$ cat config.mk
export PLATFORM = sky130hd
export DESIGN_NAME = rmj_sqrt
export DESIGN_NICKNAME = d
export VERILOG_FILES = /design/src/sv/rmj_pkg.sv /design/src/sv/rmj_sqrt.sv
export SDC_FILE = /design/constraint.sdc
export NUM_CORES = 2
export LEC_CHECK = 0
export BUFFER_PORTS_ARGS = -buffer_cell sky130_fd_sc_hd__buf_2
export CAP_MARGIN = 20
export CORE_MARGIN = 5
export CORE_UTILIZATION = 30
export CTS_CLUSTER_DIAMETER = 200
export DETAILED_ROUTE_END_ITERATION = 8
export PLACE_DENSITY = 0.55
export SLEW_MARGIN = 5
export SYNTH_ARGS = -nofsm -noshare
export SYNTH_HDL_FRONTEND = slang
export SYNTH_SLANG_ARGS = --single-unit
$ cat constraint.sdc
create_clock -name clk -period 4.95 [get_ports clk]
set_input_delay 0.7425 -clock clk [delete_from_list [all_inputs] [get_ports clk]]
set_output_delay 0.7425 -clock clk [all_outputs]
set_load 0.02 [all_outputs]
$ cat src/sv/rmj_pkg.sv
// ----------------------------------------------------------------------------
// rmj_pkg: shared definitions for the radar measurement Jacobian
// Default widths, configuration register size and reset value, and the
// sideband record that travels beside the datapath.
// ----------------------------------------------------------------------------
package rmj_pkg;

    localparam int DATA_WIDTH_DEF = 32;
    localparam int FRAC_BITS_DEF  = 16;

    // minimum squared radius register
    localparam int               CFG_W             = 16;
    localparam logic [CFG_W-1:0] MIN_SQ_RADIUS_RST = 16'd7;

    // per-item control that rides alongside the arithmetic
    typedef struct packed {
        logic valid;
        logic degenerate;
        logic px_neg;
        logic py_neg;
        logic c_neg;
    } side_t;

endpackage

$ cat src/sv/rmj_sqrt.sv
// ----------------------------------------------------------------------------
// rmj_sqrt: pipelined integer square root
// Restoring square root, one root bit per stage, MSB first. Gives
// floor(sqrt(in_rad)) after ROOT_W stages and carries a payload alongside.
// ----------------------------------------------------------------------------
module rmj_sqrt
    import rmj_pkg::*;
#(
    parameter int ROOT_W = DATA_WIDTH_DEF,
    parameter int PAY_W  = 1
)
(
    input  logic                  clk,
    input  logic                  rst_n,
    input  logic                  en,
    input  logic                  in_valid,
    input  logic [2*ROOT_W-1:0]   in_rad,
    input  logic [PAY_W-1:0]      in_pay,
    output logic                  out_valid,
    output logic [ROOT_W-1:0]     out_root,
    output logic [PAY_W-1:0]      out_pay
);

    localparam int RAD_W = 2 * ROOT_W;

    logic [RAD_W-1:0]  rem_reg  [0:ROOT_W-2];
    logic [ROOT_W-1:0] root_reg [0:ROOT_W-1];
    logic [PAY_W-1:0]  pay_reg  [0:ROOT_W-1];
    logic              vld_reg  [0:ROOT_W-1];

    genvar j;
    generate
        for (j = 0; j < ROOT_W; j++)
        begin : g_stage
            localparam int BIT_IDX = ROOT_W - 1 - j;

            logic [RAD_W-1:0]  rem_in;
            logic [ROOT_W-1:0] root_in;
            logic [PAY_W-1:0]  pay_in;
            logic              vld_in;
            logic [RAD_W:0]    trial;
            logic              take;

            if (j == 0)
            begin : g_src
                assign rem_in  = in_rad;
                assign root_in = '0;
                assign pay_in  = in_pay;
                assign vld_in  = in_valid;
            end
            else
            begin : g_src
                assign rem_in  = rem_reg[j-1];
                assign root_in = root_reg[j-1];
                assign pay_in  = pay_reg[j-1];
                assign vld_in  = vld_reg[j-1];
            end

            // (2*root + bit) * bit, with bit = 2^BIT_IDX
            assign trial = ({{(ROOT_W+1){1'b0}}, root_in} << (BIT_IDX + 1))
                         | ((RAD_W+1)'(1) << (2 * BIT_IDX));
            assign take  = {1'b0, rem_in} >= trial;

            always_ff @(posedge clk or negedge rst_n)
            begin
                if (!rst_n)
                    vld_reg[j] <= 1'b0;
                else if (en)
                    vld_reg[j] <= vld_in;
            end

            always_ff @(posedge clk)
            begin
                if (en)
                begin
                    root_reg[j] <= take ? (root_in | (ROOT_W'(1) << BIT_IDX)) : root_in;
                    pay_reg[j]  <= pay_in;
                end
            end

            if (j < ROOT_W - 1)
            begin : g_rem
                always_ff @(posedge clk)
                begin
                    if (en)
                        rem_reg[j] <= take ? RAD_W'({1'b0, rem_in} - trial) : rem_in;
                end
            end
        end
    endgenerate

    assign out_valid = vld_reg[ROOT_W-1];
    assign out_root  = root_reg[ROOT_W-1];
    assign out_pay   = pay_reg[ROOT_W-1];

endmodule

==> out/qor.csv <==
metric,value,unit
Core Rows,234,
count of input and output buffers,102,
TritonCTS clock tree,yes,
DR vias,74761,
CTS Sinks,2576,
Final WS setup,0.357,ns
final hold vios,0,
Slew headroom,0.273,
global-route wire length before repair,446,mm
Total Wirelength,291,mm
Final Max Tran Viols,0,
pre-CTS setup slack,0.406,ns
Post-Synth Simple-Gate Area,0.118,
largest cells by area after synthesis,"edfxtp_1, ha_1, xnor2_1",
Pre-antenna DRT Iters,7,
asr flop ratio synth,0.0124,
number of synthesized flops with an enable pin,2544,
"Seq/Total Area, Yosys",0.631,
main combinational cell family by area after synthesis,simple AND/OR/NAND/NOR gates,
vias in the first global route,74795,
largest fanout on the critical path,8,
largest net degree at the start of global routing,175,
WL/cell,18.5,µm
Yosys warnings,0,
Syn Std Cell Area,0.122,mm²
crit path DAT,5.21,ns
Critical Path RT,5.57,ns
Post-Synth Adder-Cell Area,0.0571,
total power,65.3,mW
Yosys top cell by area,edfxtp_1,
Min Hold Slack,0.201,ns
synthesized net count,10254,
CP Launch Type,flip-flop,
global placement routability congestion,0.871,
GR Util All Layers,0.135,
initial core utilization,0.301,
die width,648,µm
Worst Hold Class,input pin to flip-flop,
min Tclk post-route,4.59,ns
CP Class,flip-flop to flip-flop,
Layout Nets,10656,
antenna violations before repair,6,
Yosys cell types,84,
RR Startpoint,rem_reg[1][864]$_DFFE_PP_,
mux contribution to synthesized area,0.0129,
"Avg Cell Area, Syn",12.7,µm²
remaining antenna violation count,0,
hold_sp,in_rad[63],
core area,0.406,mm²
XOR/XNOR share of the synthesized area,0.0642,
H-tree level count,5,
final setup fails,0,
Clock Skews,0.0827,ns
I/O Pins,103,
Yosys reg bits,2576,
"Top FF cell, synth",edfxtp_1,
launch point of the worst path,rem_reg[1][864]$_DFFE_PP_,
Chip Height,648,µm
"CTS clk-pin slew, worst paths",0.06,ns
max FFs per register,1984,
Post-CTS Setup Bufs,0,
Root Buffer,clkbuf_16,
share of layout cells above drive strength 1,0.0868,
final period utilization,0.928,
status,"finished, final reports clean",
power per standard cell area,465,mW/mm²
RSZ-0062 raised after global routing,no,
Yosys top cell area share,0.625,
gr ovfl total,0,
Setup TNS Final,0,ns
Peak Freq,218,MHz
compound-gate portion of the synthesized area,0.0896,
Die Footprint,0.420,mm²
Peak VDD IR,0.336,mV
worst slew pin tran,1.08,ns
DRC,0,
P_leak,52.0,nW
Synth-to-Final Area Change,14.8,%
DP Wirelength,220,mm
Clock Latency Late Sink,0.94,ns
CTS Buf Count,291,
max_cap viols,0,
cells after synthesis,9627,
Max Root-Sink Buffers,4,
CP endpoint kind,flip-flop,
via/cell ratio,4.76,
1st-iter DRT viols,5076,
[per-layer routing]
| layer | share of wire | up-vias | wire [µm] | track usage |
|---|---|---|---|---|
| met2 | 0.52 | 1337 | 152000 | 0.251 |
| met3 | 0.034 | 501 | 9810 | 0.0175 |
| met1 | 0.40 | 36051 | 117000 | 0.156 |
| li1 | - | 36870 | - | - |
| met4 | 0.041 | 2 | 11900 | 0.0511 |
| met5 | 0.000045 | - | 13 | 0 |
[worst paths after layout]
check / endpoint / slack [ns] / cells past startpoint
hold / removal: rem_reg[0][63]$_DFFE_PP_ / 0.20 / 3
setup / recovery: rem_reg[1][949]$_DFFE_PP_ / 0.36 / 12
hold reg to reg: rem_reg[0][797]$_DFFE_PP_ / 0.40 / 0
max in group asynchronous: g_stage[29].vld_in$_DFFE_PN0P_ / 4.06 / 2
setup reg to reg: rem_reg[1][949]$_DFFE_PP_ / 0.36 / 12
min in group asynchronous: g_stage[13].vld_in$_DFFE_PN0P_ / 0.43 / 2
[where the power goes]
| group | leakage, nW | switching (mW) | internal, mW |
|---|---|---|---|
| clock | 4.64 | 8.96 | 12.7 |
| sequential | 24.9 | 2.29 | 27.8 |
| combinational | 22.5 | 7.92 | 5.66 |
| total | 52.0 | 19.2 | 46.2 |
[cell families after synthesis]
| family | count (synthesis) |
|---|---|
| compound gates | 1774 |
| xor+xnor | 896 |
| fa+ha+maj | 558 |
| buf+inv | 871 |
| flops | 2576 |
| mux | 141 |
| simple gates | 2811 |
[final cells by class]
class,count,area [µm²]
Tap cell,5428,6790
Multi-Input combinational cell,6180,41900
Inverter,688,2580
Antenna cell,5,12.5
Fill cell,39897,266000
Clock buffer,349,7720
Timing Repair Buffer,292,2300
Clock inverter,181,1900
Sequential cell,2576,77200
[cells in the final DEF, fill, tap and decap left out, types with 225 or more instances in the layout]
master / instances
a21o_1: 225
a21oi_1: 659
clkbuf_16: 301
edfxtp_1: 2544
ha_1: 558
inv_1: 687
nand2_1: 549
nor2_1: 708
nor3_1: 262
nor4_1: 321
o21ai_0: 358
xnor2_1: 480
xor2_1: 416
[cells in the mapped netlist (38+ instances only)]
cell type and number:
o211ai_1 38, nand3_1 147, nor2b_1 90, mux2_2 133, o21bai_1 51, o31ai_1 39
or2_2 49, o21ai_0 359, clkbuf_1 158, nor4b_1 44, edfxtp_1 2544, a21oi_1 662
xor2_1 416, ha_1 558, nand2_1 549, inv_1 687, a21o_1 225, or3_1 95
a211oi_1 51, a31oi_1 48, o21a_1 101, or4_1 71, nor4_1 323, and3_1 42
xnor2_1 480, nand4_1 154, nand2b_1 112, nor3_1 262, nor2_1 708
[per-stage QoR]
step | cells | util | cell area [µm²]
6_report | 15699 | 0.346 | 140000
5_1_grt | 15696 | 0.346 | 140000
4_1_cts | 15693 | 0.346 | 140000
3_5_place_dp | 15098 | 0.320 | 130000
3_3_place_gp | 15097 | 0.320 | 130000
2_1_floorplan | 9627 | - | 122000
[worst max-delay path: stages (launching register included)]
cell      delay [ns]
edfxtp_1        0.39
ha_1            0.43
nor4bb_1        0.49
nand4_1         0.42
nor4_1          0.64
o31ai_1         0.16
buf_2           0.22
nand4_1         0.23
nand3_1         0.20
o21bai_1        0.35
nor3_1          0.45
nand4_1         0.18
xnor2_1         0.16
[repair_timing]
item | in CTS | in global routing
hold buffers | 65 | 0
endpoints found under the setup margin | 0 | 0
endpoints found under the hold margin | 96 | 0
resized for setup | 0 | 0
No activity file was read; power rests on OpenSTA's default activity.
